[config.mk]
export PLATFORM = sky130hd
export DESIGN_NAME = random_dfs_maze_generator_flat
export DESIGN_NICKNAME = d
export VERILOG_FILES = /design/src/sv/rdm_pkg.sv /design/src/sv/rdm_req_if.sv /design/src/sv/rdm_rsp_if.sv /design/src/sv/random_dfs_maze_generator.sv /design/src/flat_wrapper.sv
export SDC_FILE = /design/constraint.sdc
export NUM_CORES = 2
export LEC_CHECK = 0
export ABC_CLOCK_PERIOD_IN_PS = 13560
export BUFFER_PORTS_ARGS = -buffer_cell sky130_fd_sc_hd__buf_4
export CORE_UTILIZATION = 40
export CTS_BUF_LIST = sky130_fd_sc_hd__clkbuf_16
export DETAILED_ROUTE_END_ITERATION = 6
export PLACE_DENSITY_LB_ADDON = 0.08
export SYNTH_ARGS = -nofsm -noshare
export SYNTH_HDL_FRONTEND = slang
export SYNTH_SLANG_ARGS = --single-unit
[constraint.sdc]
create_clock -name clk -period 13.56 [get_ports clk]
set_input_delay 2.712 -clock clk [delete_from_list [all_inputs] [get_ports clk]]
set_output_delay 2.712 -clock clk [all_outputs]
set_load 0.005 [all_outputs]
[src/sv/rdm_pkg.sv]
// Package for the maze generator: grid sizes, wall codes, sequencer states
// and the small arithmetic helpers used by the top level.
// No dependencies.
package rdm_pkg;

	localparam int GRID_WIDTH  = 20;
	localparam int GRID_HEIGHT = 9;
	localparam int STACK_DEPTH = 256;

	localparam int CELL_COUNT = GRID_WIDTH * GRID_HEIGHT;
	localparam int X_W        = 5;
	localparam int Y_W        = 4;
	localparam int CELL_W     = $clog2(CELL_COUNT);
	localparam int LEVEL_W    = $clog2(STACK_DEPTH + 1);
	localparam int STK_AW     = $clog2(STACK_DEPTH);
	localparam int WALL_W     = 4;
	localparam int SEED_W     = 32;
	localparam int RND_W      = 15;

	localparam logic [SEED_W-1:0] LCG_MUL = 32'd1103515245;
	localparam logic [SEED_W-1:0] LCG_INC = 32'd12345;

	localparam logic [WALL_W-1:0] WALL_TOP    = 4'b0001;
	localparam logic [WALL_W-1:0] WALL_RIGHT  = 4'b0010;
	localparam logic [WALL_W-1:0] WALL_BOTTOM = 4'b0100;
	localparam logic [WALL_W-1:0] WALL_LEFT   = 4'b1000;
	localparam logic [WALL_W-1:0] ALL_WALLS   = 4'b1111;

	localparam logic REQ_GEN  = 1'b0;
	localparam logic REQ_READ = 1'b1;

	typedef enum logic [1:0] {
		DIR_UP,
		DIR_RIGHT,
		DIR_DOWN,
		DIR_LEFT
	} dir_t;

	typedef enum logic [3:0] {
		ST_IDLE,
		ST_RD_WAIT,
		ST_SCAN,
		ST_STEP,
		ST_PICK,
		ST_CARVE_TOP,
		ST_CARVE_NB,
		ST_POP,
		ST_POP_WAIT,
		ST_FIN_TOP,
		ST_FIN_BOT
	} state_t;

	function automatic logic [CELL_W-1:0] cell_idx(input logic [X_W-1:0] x,
			input logic [Y_W-1:0] y);
		return CELL_W'(int'(y) * GRID_WIDTH + int'(x));
	endfunction

	function automatic logic [WALL_W-1:0] dir_wall(input dir_t d);
		logic [WALL_W-1:0] w;
		unique case (d)
			DIR_UP:    w = WALL_TOP;
			DIR_RIGHT: w = WALL_RIGHT;
			DIR_DOWN:  w = WALL_BOTTOM;
			DIR_LEFT:  w = WALL_LEFT;
		endcase
		return w;
	endfunction

	function automatic logic [WALL_W-1:0] dir_back(input dir_t d);
		logic [WALL_W-1:0] w;
		unique case (d)
			DIR_UP:    w = WALL_BOTTOM;
			DIR_RIGHT: w = WALL_LEFT;
			DIR_DOWN:  w = WALL_TOP;
			DIR_LEFT:  w = WALL_RIGHT;
		endcase
		return w;
	endfunction

	// 4 = 1 mod 3, so base-4 digits fold without changing the residue
	function automatic logic [1:0] mod3(input logic [RND_W-1:0] v);
		logic [15:0] p;
		logic [4:0]  s;
		logic [2:0]  t;
		logic [2:0]  u;
		p = {1'b0, v};
		s = '0;
		for (int i = 0; i < 8; i++) begin
			s = s + 5'(p[2*i +: 2]);
		end
		t = 3'(s[1:0]) + 3'(s[3:2]) + 3'(s[4]);
		u = 3'(t[1:0]) + 3'(t[2]);
		return (u >= 3'd3) ? 2'(u - 3'd3) : u[1:0];
	endfunction

	function automatic logic [1:0] pick_mod(input logic [RND_W-1:0] r,
			input logic [2:0] cnt);
		logic [1:0] m;
		unique case (cnt)
			3'd2:    m = {1'b0, r[0]};
			3'd3:    m = mod3(r);
			3'd4:    m = r[1:0];
			default: m = 2'd0;
		endcase
		return m;
	endfunction

endpackage

[src/sv/rdm_req_if.sv]
// Request channel of the maze generator: valid/ready plus the request item.
// Depends on rdm_pkg.
interface rdm_req_if;
	logic                   valid;
	logic                   ready;
	logic                   req_type;
	logic [rdm_pkg::X_W-1:0] cell_x;
	logic [rdm_pkg::Y_W-1:0] cell_y;

	modport source (output valid, output req_type, output cell_x, output cell_y,
		input ready);
	modport sink (input valid, input req_type, input cell_x, input cell_y,
		output ready);
endinterface

[src/sv/rdm_rsp_if.sv]
// Response channel of the maze generator: valid/ready plus the result item.
// Depends on rdm_pkg.
interface rdm_rsp_if;
	logic                      valid;
	logic                      ready;
	logic [rdm_pkg::WALL_W-1:0] wall_bits;
	logic                      gen_done;

	modport source (output valid, output wall_bits, output gen_done, input ready);
	modport sink (input valid, input wall_bits, input gen_done, output ready);
endinterface

[src/sv/random_dfs_maze_generator.sv]
// Depth-first maze generator with a wall store and an explicit path stack.
// Read item: wall store read register, then result register (out-of-grid reads
// load the result register directly). Generate item: each carved cell runs the
// neighbour scan, step, pick, carve-top and carve-neighbour states, each backtrack
// the scan, pop and pop-wait states. The wall store has a single read port. One item at a time.
// Async reset clears the sequencer, visited flags (all cells read as 4 walls).
module random_dfs_maze_generator (
	input  logic                        clk,
	input  logic                        arst_n,
	input  logic                        cfg_we,
	input  logic [rdm_pkg::SEED_W-1:0]  cfg_wdata,
	rdm_req_if.sink                     req,
	rdm_rsp_if.source                   rsp
);
	import rdm_pkg::*;

	state_t state_q, state_d;

	logic [SEED_W-1:0]     seed_q;
	logic [SEED_W-1:0]     lcg_q;
	logic [CELL_COUNT-1:0] visited_q;
	logic [LEVEL_W-1:0]    level_q;
	logic [X_W-1:0]        cur_x_q, nb_x_q;
	logic [Y_W-1:0]        cur_y_q, nb_y_q;
	dir_t                  scan_q, dir_q;
	dir_t                  cand_q [4];
	logic [2:0]            cnt_q;
	logic [CELL_W-1:0]     rd_idx_q;
	logic                  out_valid_q;
	logic [WALL_W-1:0]     out_wall_q;
	logic                  out_gen_q;

	// wall store and path stack
	logic [WALL_W-1:0]     cell_mem_q [CELL_COUNT];
	logic [WALL_W-1:0]     cell_rd_q;
	logic [X_W+Y_W-1:0]    stack_mem_q [STACK_DEPTH];
	logic [X_W+Y_W-1:0]    stack_rd_q;

	logic                  mem_we;
	logic [CELL_W-1:0]     mem_waddr, mem_raddr;
	logic [WALL_W-1:0]     mem_wdata;
	logic                  stk_we;
	logic [STK_AW-1:0]     stk_raddr;

	logic                  in_acc;
	logic                  req_in_grid;
	logic [CELL_W-1:0]     req_idx, cur_idx, nb_idx, nb_q_idx;
	dir_t                  nb_dir, pick_dir;
	logic [1:0]            pick_sel;
	logic                  nb_ok, nb_free;
	logic [X_W-1:0]        nb_x;
	logic [Y_W-1:0]        nb_y;
	logic [2:0]            cnt_nx;

	assign req.ready   = (state_q == ST_IDLE) && !out_valid_q;
	assign in_acc      = req.valid && req.ready;
	assign rsp.valid   = out_valid_q;
	assign rsp.wall_bits = out_wall_q;
	assign rsp.gen_done  = out_gen_q;

	assign req_in_grid = (int'(req.cell_x) < GRID_WIDTH) && (int'(req.cell_y) < GRID_HEIGHT);
	assign req_idx     = cell_idx(req.cell_x, req.cell_y);
	assign cur_idx     = cell_idx(cur_x_q, cur_y_q);
	assign nb_q_idx    = cell_idx(nb_x_q, nb_y_q);
	assign pick_sel    = pick_mod(lcg_q[30:16], cnt_q);
	assign pick_dir    = cand_q[pick_sel];
	assign nb_dir      = (state_q == ST_SCAN) ? scan_q : pick_dir;

	// shared neighbour unit: scan uses it one direction a cycle, pick once
	always_comb begin
		nb_ok = 1'b0;
		nb_x  = cur_x_q;
		nb_y  = cur_y_q;
		unique case (nb_dir)
			DIR_UP: begin
				nb_ok = (cur_y_q != '0);
				if (nb_ok) nb_y = cur_y_q - Y_W'(1);
			end
			DIR_RIGHT: begin
				nb_ok = (int'(cur_x_q) != GRID_WIDTH - 1);
				if (nb_ok) nb_x = cur_x_q + X_W'(1);
			end
			DIR_DOWN: begin
				nb_ok = (int'(cur_y_q) != GRID_HEIGHT - 1);
				if (nb_ok) nb_y = cur_y_q + Y_W'(1);
			end
			DIR_LEFT: begin
				nb_ok = (cur_x_q != '0);
				if (nb_ok) nb_x = cur_x_q - X_W'(1);
			end
		endcase
	end

	assign nb_idx  = cell_idx(nb_x, nb_y);
	assign nb_free = nb_ok && !visited_q[nb_idx];
	assign cnt_nx  = cnt_q + 3'(nb_free);

	always_comb begin
		state_d   = state_q;
		mem_we    = 1'b0;
		mem_waddr = cur_idx;
		mem_wdata = ALL_WALLS;
		mem_raddr = cur_idx;
		stk_we    = 1'b0;
		stk_raddr = STK_AW'(level_q - LEVEL_W'(2));
		unique case (state_q)
			ST_IDLE: begin
				if (in_acc) begin
					if (req.req_type == REQ_READ) begin
						mem_raddr = req_idx;
						if (req_in_grid) state_d = ST_RD_WAIT;
					end else begin
						mem_we    = 1'b1;
						mem_waddr = '0;
						state_d   = ST_SCAN;
					end
				end
			end
			ST_RD_WAIT: state_d = ST_IDLE;
			ST_SCAN: begin
				if (scan_q == DIR_LEFT) state_d = (cnt_nx != 3'd0) ? ST_STEP : ST_POP;
			end
			ST_STEP: state_d = ST_PICK;
			ST_PICK: state_d = ST_CARVE_TOP;
			ST_CARVE_TOP: begin
				mem_we    = 1'b1;
				mem_wdata = cell_rd_q & ~dir_wall(dir_q);
				state_d   = ST_CARVE_NB;
			end
			ST_CARVE_NB: begin
				mem_we    = 1'b1;
				mem_waddr = nb_q_idx;
				mem_wdata = ALL_WALLS & ~dir_back(dir_q);
				stk_we    = (level_q < LEVEL_W'(STACK_DEPTH));
				state_d   = ST_SCAN;
			end
			ST_POP: begin
				if (level_q == LEVEL_W'(1)) begin
					mem_raddr = '0;
					state_d   = ST_FIN_TOP;
				end else begin
					state_d = ST_POP_WAIT;
				end
			end
			ST_POP_WAIT: state_d = ST_SCAN;
			ST_FIN_TOP: begin
				mem_we    = 1'b1;
				mem_waddr = '0;
				mem_wdata = cell_rd_q & ~WALL_TOP;
				mem_raddr = CELL_W'(CELL_COUNT - 1);
				state_d   = ST_FIN_BOT;
			end
			ST_FIN_BOT: begin
				mem_we    = 1'b1;
				mem_waddr = CELL_W'(CELL_COUNT - 1);
				mem_wdata = cell_rd_q & ~WALL_BOTTOM;
				state_d   = ST_IDLE;
			end
			default: state_d = ST_IDLE;
		endcase
	end

	always_ff @(posedge clk) begin
		if (mem_we) cell_mem_q[mem_waddr] <= mem_wdata;
		cell_rd_q <= cell_mem_q[mem_raddr];
	end

	always_ff @(posedge clk) begin
		if (stk_we) stack_mem_q[level_q[STK_AW-1:0]] <= {nb_y_q, nb_x_q};
		stack_rd_q <= stack_mem_q[stk_raddr];
	end

	always_ff @(posedge clk or negedge arst_n) begin
		if (!arst_n) begin
			state_q <= ST_IDLE;
		end else begin
			state_q <= state_d;
		end
	end

	always_ff @(posedge clk or negedge arst_n) begin
		if (!arst_n) begin
			seed_q      <= '0;
			lcg_q       <= '0;
			visited_q   <= '0;
			level_q     <= '0;
			out_valid_q <= 1'b0;
		end else begin
			if (cfg_we) seed_q <= cfg_wdata;
			if (out_valid_q && rsp.ready) out_valid_q <= 1'b0;
			unique case (state_q)
				ST_IDLE: begin
					if (in_acc && req.req_type == REQ_GEN) begin
						lcg_q     <= LCG_INC + seed_q;
						visited_q <= CELL_COUNT'(1);
						level_q   <= LEVEL_W'(1);
					end else if (in_acc && !req_in_grid) begin
						out_valid_q <= 1'b1;
					end
				end
				ST_RD_WAIT: out_valid_q <= 1'b1;
				ST_STEP:    lcg_q <= lcg_q * LCG_MUL + LCG_INC;
				ST_CARVE_NB: begin
					visited_q[nb_q_idx] <= 1'b1;
					if (level_q < LEVEL_W'(STACK_DEPTH)) level_q <= level_q + LEVEL_W'(1);
				end
				ST_POP:     level_q <= level_q - LEVEL_W'(1);
				ST_FIN_BOT: out_valid_q <= 1'b1;
				default: ;
			endcase
		end
	end

	// payload and working registers
	always_ff @(posedge clk) begin
		unique case (state_q)
			ST_IDLE: begin
				cur_x_q  <= '0;
				cur_y_q  <= '0;
				scan_q   <= DIR_UP;
				cnt_q    <= '0;
				rd_idx_q <= req_idx;
				if (in_acc) begin
					out_wall_q <= '0;
					out_gen_q  <= (req.req_type == REQ_GEN);
				end
			end
			ST_RD_WAIT: begin
				out_wall_q <= visited_q[rd_idx_q] ? cell_rd_q : ALL_WALLS;
				out_gen_q  <= 1'b0;
			end
			ST_SCAN: begin
				if (nb_free) cand_q[cnt_q[1:0]] <= scan_q;
				cnt_q  <= cnt_nx;
				scan_q <= dir_t'(scan_q + 2'd1);
			end
			ST_PICK: begin
				dir_q  <= pick_dir;
				nb_x_q <= nb_x;
				nb_y_q <= nb_y;
			end
			ST_CARVE_NB: begin
				cnt_q <= '0;
				if (level_q < LEVEL_W'(STACK_DEPTH)) begin
					cur_x_q <= nb_x_q;
					cur_y_q <= nb_y_q;
				end
			end
			ST_POP_WAIT: begin
				cnt_q <= '0;
				// the bottom entry is always the entrance cell and is never stored
				if (level_q == LEVEL_W'(1)) begin
					cur_x_q <= '0;
					cur_y_q <= '0;
				end else begin
					cur_x_q <= stack_rd_q[X_W-1:0];
					cur_y_q <= stack_rd_q[X_W+Y_W-1:X_W];
				end
			end
			ST_FIN_BOT: begin
				out_wall_q <= '0;
				out_gen_q  <= 1'b1;
			end
			default: ;
		endcase
	end

endmodule

[src/flat_wrapper.sv]
// flat-port wrapper written by rule: the top's interface ports become plain ports
module random_dfs_maze_generator_flat import rdm_pkg::*;
  (clk, arst_n, cfg_we, cfg_wdata, req_valid, req_req_type, req_cell_x, req_cell_y, req_ready, rsp_valid, rsp_wall_bits, rsp_gen_done, rsp_ready);
  rdm_req_if req_i ();
  rdm_rsp_if rsp_i ();
  input  logic clk;
  input  logic arst_n;
  input  logic cfg_we;
  input  logic [rdm_pkg::SEED_W-1:0] cfg_wdata;
  input wire logic [$bits(req_i.valid)-1:0] req_valid;
  input wire logic [$bits(req_i.req_type)-1:0] req_req_type;
  input wire logic [$bits(req_i.cell_x)-1:0] req_cell_x;
  input wire logic [$bits(req_i.cell_y)-1:0] req_cell_y;
  output wire logic [$bits(req_i.ready)-1:0] req_ready;
  output wire logic [$bits(rsp_i.valid)-1:0] rsp_valid;
  output wire logic [$bits(rsp_i.wall_bits)-1:0] rsp_wall_bits;
  output wire logic [$bits(rsp_i.gen_done)-1:0] rsp_gen_done;
  input wire logic [$bits(rsp_i.ready)-1:0] rsp_ready;
  assign req_i.valid = req_valid;
  assign req_i.req_type = req_req_type;
  assign req_i.cell_x = req_cell_x;
  assign req_i.cell_y = req_cell_y;
  assign req_ready = req_i.ready;
  assign rsp_valid = rsp_i.valid;
  assign rsp_wall_bits = rsp_i.wall_bits;
  assign rsp_gen_done = rsp_i.gen_done;
  assign rsp_i.ready = rsp_ready;
  random_dfs_maze_generator u_core (.clk(clk), .arst_n(arst_n), .cfg_we(cfg_we), .cfg_wdata(cfg_wdata), .req(req_i), .rsp(rsp_i));
endmodule
==> results list <==
- The run finished with clean final reports.
- After technology mapping, the gate count stands at 8515.
- Die area: 364400 sq um
* Synthesis-to-finish area growth: 12.29%
* Leak Pwr: 0.04763 uW
- Worst reg-to-reg path cell count: 40
- The die is 603.6 microns wide.
* Part of the Yosys area used for sequential elements: 68.28%
- Drt first-iter violations: 6403
- CTS tree: done
* Post-synthesis instance area: 144800 sq um
- Longest Clk Path Bufs: 4
- The most used flip-flop cell after synthesis is sky130_fd_sc_hd__edfxtp_1.
* Worst-path cell with the longest stage delay: sky130_fd_sc_hd__fa_1
- Required time worst endpoint: 14400 ps
* Unrepaired setup endpoints after global routing: no
- The synthesized netlist contains 98 unique library cells.
- The tightest min-delay check is of the register to register type.
- The critical path starts at u_core.lcg_q[16]$_DFFE_PN0P_.
* Cell Count, Final, Fillers Out: 13646
- The detailed router used layers up to and including met4.
- Clock tree root driver cell: sky130_fd_sc_hd__clkbuf_16
- The count of nets left with antenna violations once routing finished came out at 0.
- Clock latency of the later-clocked register in the worst-skew pair: 950 ps
- After synthesis, the share of flip-flops with an asynchronous set or reset is 7.667%.
* Met3 wire length: 17500 microns
* Mean instance size in the synthesized netlist: 17.00 sq um
- Number of nets in the layout: 9059
- Gates resized during post-CTS repair numbered 0.
- The synthesized netlist devotes 0.7017% of its cell area to XOR and XNOR gates.
- Iteration count of the initial detailed-routing pass: 6
- Commonest non-fill, non-tap cells in the layout: sky130_fd_sc_hd__edfxtp_1 (3070), sky130_fd_sc_hd__mux4_2 (825), sky130_fd_sc_hd__nand2_1 (775)
- By area, the combinational part of the netlist is dominated by multiplexers.
* Post-route setup TNS: 0 ps
* Critical path type: register to register
- Of the total synthesized cell area, the portion taken by full adders, half adders and majority gates is 4.878%.
- Share of the synthesized area in compound gates (AO/OA/AOI/OAI): 5.176%
* Final slew viol count: 0
* Number of I/O pins: 54
- Sum of routed wire length over all layers: 385500 microns
* Maximum level of the CTS H-tree: 5
- Global routing finished with a remaining overflow of 0.
- By instance count, the cell type seen most on the critical path is sky130_fd_sc_hd__fa_1.
- Final critical-path share of the clock period: 88.18%
* Dpl hpwl: 234300 microns
- After detailed routing, the wire length on met1 is 170400 microns.
- The worst-case IR drop observed on VDD is 0.1044 mV.
- Count of hold-fix buffers inserted at cts: 0
- Once placement completed, the tool counted placed cells totaling 12967.
- The worst register-to-register path has a setup slack of 1600 ps.
- DR WL/cell: 28.25 microns
- The worst register-to-register path begins at u_core.lcg_q[16]$_DFFE_PN0P_.
- Top fanout value on the critical path: 10
* Number of global-route vias before repair: 79672
- Port Buffer Count: 52
* Slew Limit Headroom: 13.96%
- The Yosys step of the flow raised 0 warnings.
- Largest stage delay on the critical path: 840 ps
* Final count of hold timing violations: 0
- Clock Skews: 47.43 ps
* Vias per inst: 5.609
* Number of placement rows: 220
- After Yosys synthesis, and, or, nand and nor cells account for 5.177% of the synthesized area.
- Effective utilization at floorplan: 40.24%
- Across all layers, the routed design uses 76541 vias.
- Die height: 603.6 microns
- STA classifies the critical path startpoint as a register.
- The worst hold path was traced through 2 stages.
- Overall global routing resource usage: 21.10%
- Capturing point of the worst reg2reg path: u_core.state_q[2]$_DFFE_PN0P_
- Inserted Clock Buffers: 374
* Routability congestion estimate: 0.8292
- After detailed routing, the number of remaining DRC violations is 0.
* Ratio of cells with drive above 1 in the final layout: 18.72%
* Clock sink total: 3339
- The first global-routing pass estimated 565900 microns of wire.
* CP arrival: 12800 ps
- Total of max-cap violations: 0
* Antenna violations before repair: 6
- Clk slew on worst S/H paths: 60 ps
- Highest achievable clock rate: 0.08364 GHz
- Commonest non-fill, non-tap cell in the layout: sky130_fd_sc_hd__edfxtp_1
- Synthesized flop and latch total: 3339
- Fraction of synthesized area in multiplexers: 13.36%
* Number of flops mapped to enable cells by yosys: 3070
- Buffer count from post-CTS setup fixing: 0
- Entering global routing, the biggest net connects 207 pins.
- When the netlist entered floorplanning its net count stood at 9004.
- Amount of wire on met2 after detailed routing: 188200 microns
- Kind of end point of the critical path: register
* Power per cell area: 129.9 nW/um^2
* Core outline area: 359800 sq um
- At the pin with the least slew margin, the transition time is 1291 ps.
- Minimum clock period after layout: 11960 ps
- Endpoint of the worst setup timing path: u_core.state_q[2]$_DFFE_PN0P_
- Final setup viols: 0
power breakdown:
part	internal [uW]	switching (uW)	total, uW	leakage, uW
sequential	11100	10.9	11100	0.0248
combinational	32.2	46.5	78.7	0.0167
clock	5810	4130	9940	0.00614
metrics by stage:
step | hold WS [ps] | cell area (sq um) | setup WS (ps) | util [%] | total power, uW
finish | 493.2 | 162600 | 1603 | 45.19 | 21120
global route | 526.0 | 162600 | 803.8 | 45.19 | 21710
CTS | 497.5 | 162600 | 1483 | 45.19 | 21350
detailed placement | 486.9 | 150600 | 1529 | 41.87 | 11400
global placement | 479.5 | 150600 | 1494 | 41.87 | 11400
floorplan | 459.1 | 144800 | 3307 | - | 11350
state kept, by name, summed over array words and instances (netlist names), 5 cells and up:
name	flops
u_core.seed_q	31
u_core.level_q	9
u_core.lcg_q	31
u_core.nb_x_q	5
u_core.stack_mem_q	2304
u_core.cand_q	8
u_core.cell_mem_q	720
u_core.stack_rd_q	9
u_core.cur_x_q	5
u_core.visited_q	180
u_core.rd_idx_q	8
worst max-delay path: cells and delay by family (launching register included):
family	cells	cell delay (ps)
adders and majority gates	14	5580
buffers and inverters	5	520
xor gates and xnor gates	3	670
AOI/OAI and AO/OA	6	1570
DFF	1	560
and+or+nand+nor	12	2950
worst min path at each step:
stage / start / endpoint / slack, ps
6_report: u_core.visited_q[77]$_DFFE_PN0P_ / u_core.visited_q[77]$_DFFE_PN0P_ / 490
5_1_grt: u_core.stack_rd_q[4]$_DFF_P_ / u_core.cur_x_q[4]$_DFFE_PP_ / 530
4_1_cts: u_core.visited_q[77]$_DFFE_PN0P_ / u_core.visited_q[77]$_DFFE_PN0P_ / 500
3_5_place_dp: u_core.visited_q[77]$_DFFE_PN0P_ / u_core.visited_q[77]$_DFFE_PN0P_ / 490
3_3_place_gp: u_core.visited_q[117]$_DFFE_PN0P_ / u_core.visited_q[117]$_DFFE_PN0P_ / 480
2_1_floorplan: u_core.visited_q[162]$_DFFE_PN0P_ / u_core.visited_q[162]$_DFFE_PN0P_ / 460
logic make-up after synthesis:
group / count (synthesis)
buffers and inverters: 910
AOI/OAI and AO/OA: 1100
muxes: 896
DFF: 3339
adders and majority gates: 442
and+or+nand+nor: 1712
xor gates and xnor gates: 116
cells in the mapped netlist, types with 156 or more instances:
cell / count / area share, %
sky130_fd_sc_hd__a21oi_1: 156 / 0.54
sky130_fd_sc_hd__mux4_2: 825 / 13
sky130_fd_sc_hd__o21ai_0: 236 / 0.82
sky130_fd_sc_hd__a211oi_1: 286 / 1.5
sky130_fd_sc_hd__clkbuf_1: 392 / 1.0
sky130_fd_sc_hd__ha_1: 238 / 2.1
sky130_fd_sc_hd__nand2_1: 776 / 2.0
sky130_fd_sc_hd__dfrtp_1: 256 / 4.4
sky130_fd_sc_hd__fa_1: 204 / 2.8
sky130_fd_sc_hd__inv_1: 390 / 1.0
sky130_fd_sc_hd__nor2_1: 508 / 1.3
sky130_fd_sc_hd__edfxtp_1: 3070 / 64
cell type report:
class	count	area, sq um
Inverter	392	1471
Multi-Input combinational cell	4266	42640
Tap cell	4773	5972
Antenna cell	5	12.51
Sequential cell	3339	98860
Clock inverter	294	2430
Fill cell	30986	197200
Clock buffer	380	9509
Timing Repair Buffer	197	1687
metal layers:
layer | vias up | global-route usage [%]
met5 | - | 0
met4 | 0 | 5.236
met3 | 522 | 2.691
met2 | 1883 | 34.92
met1 | 40826 | 29.66
li1 | 33310 | -
(Power assumes the default switching activity.)
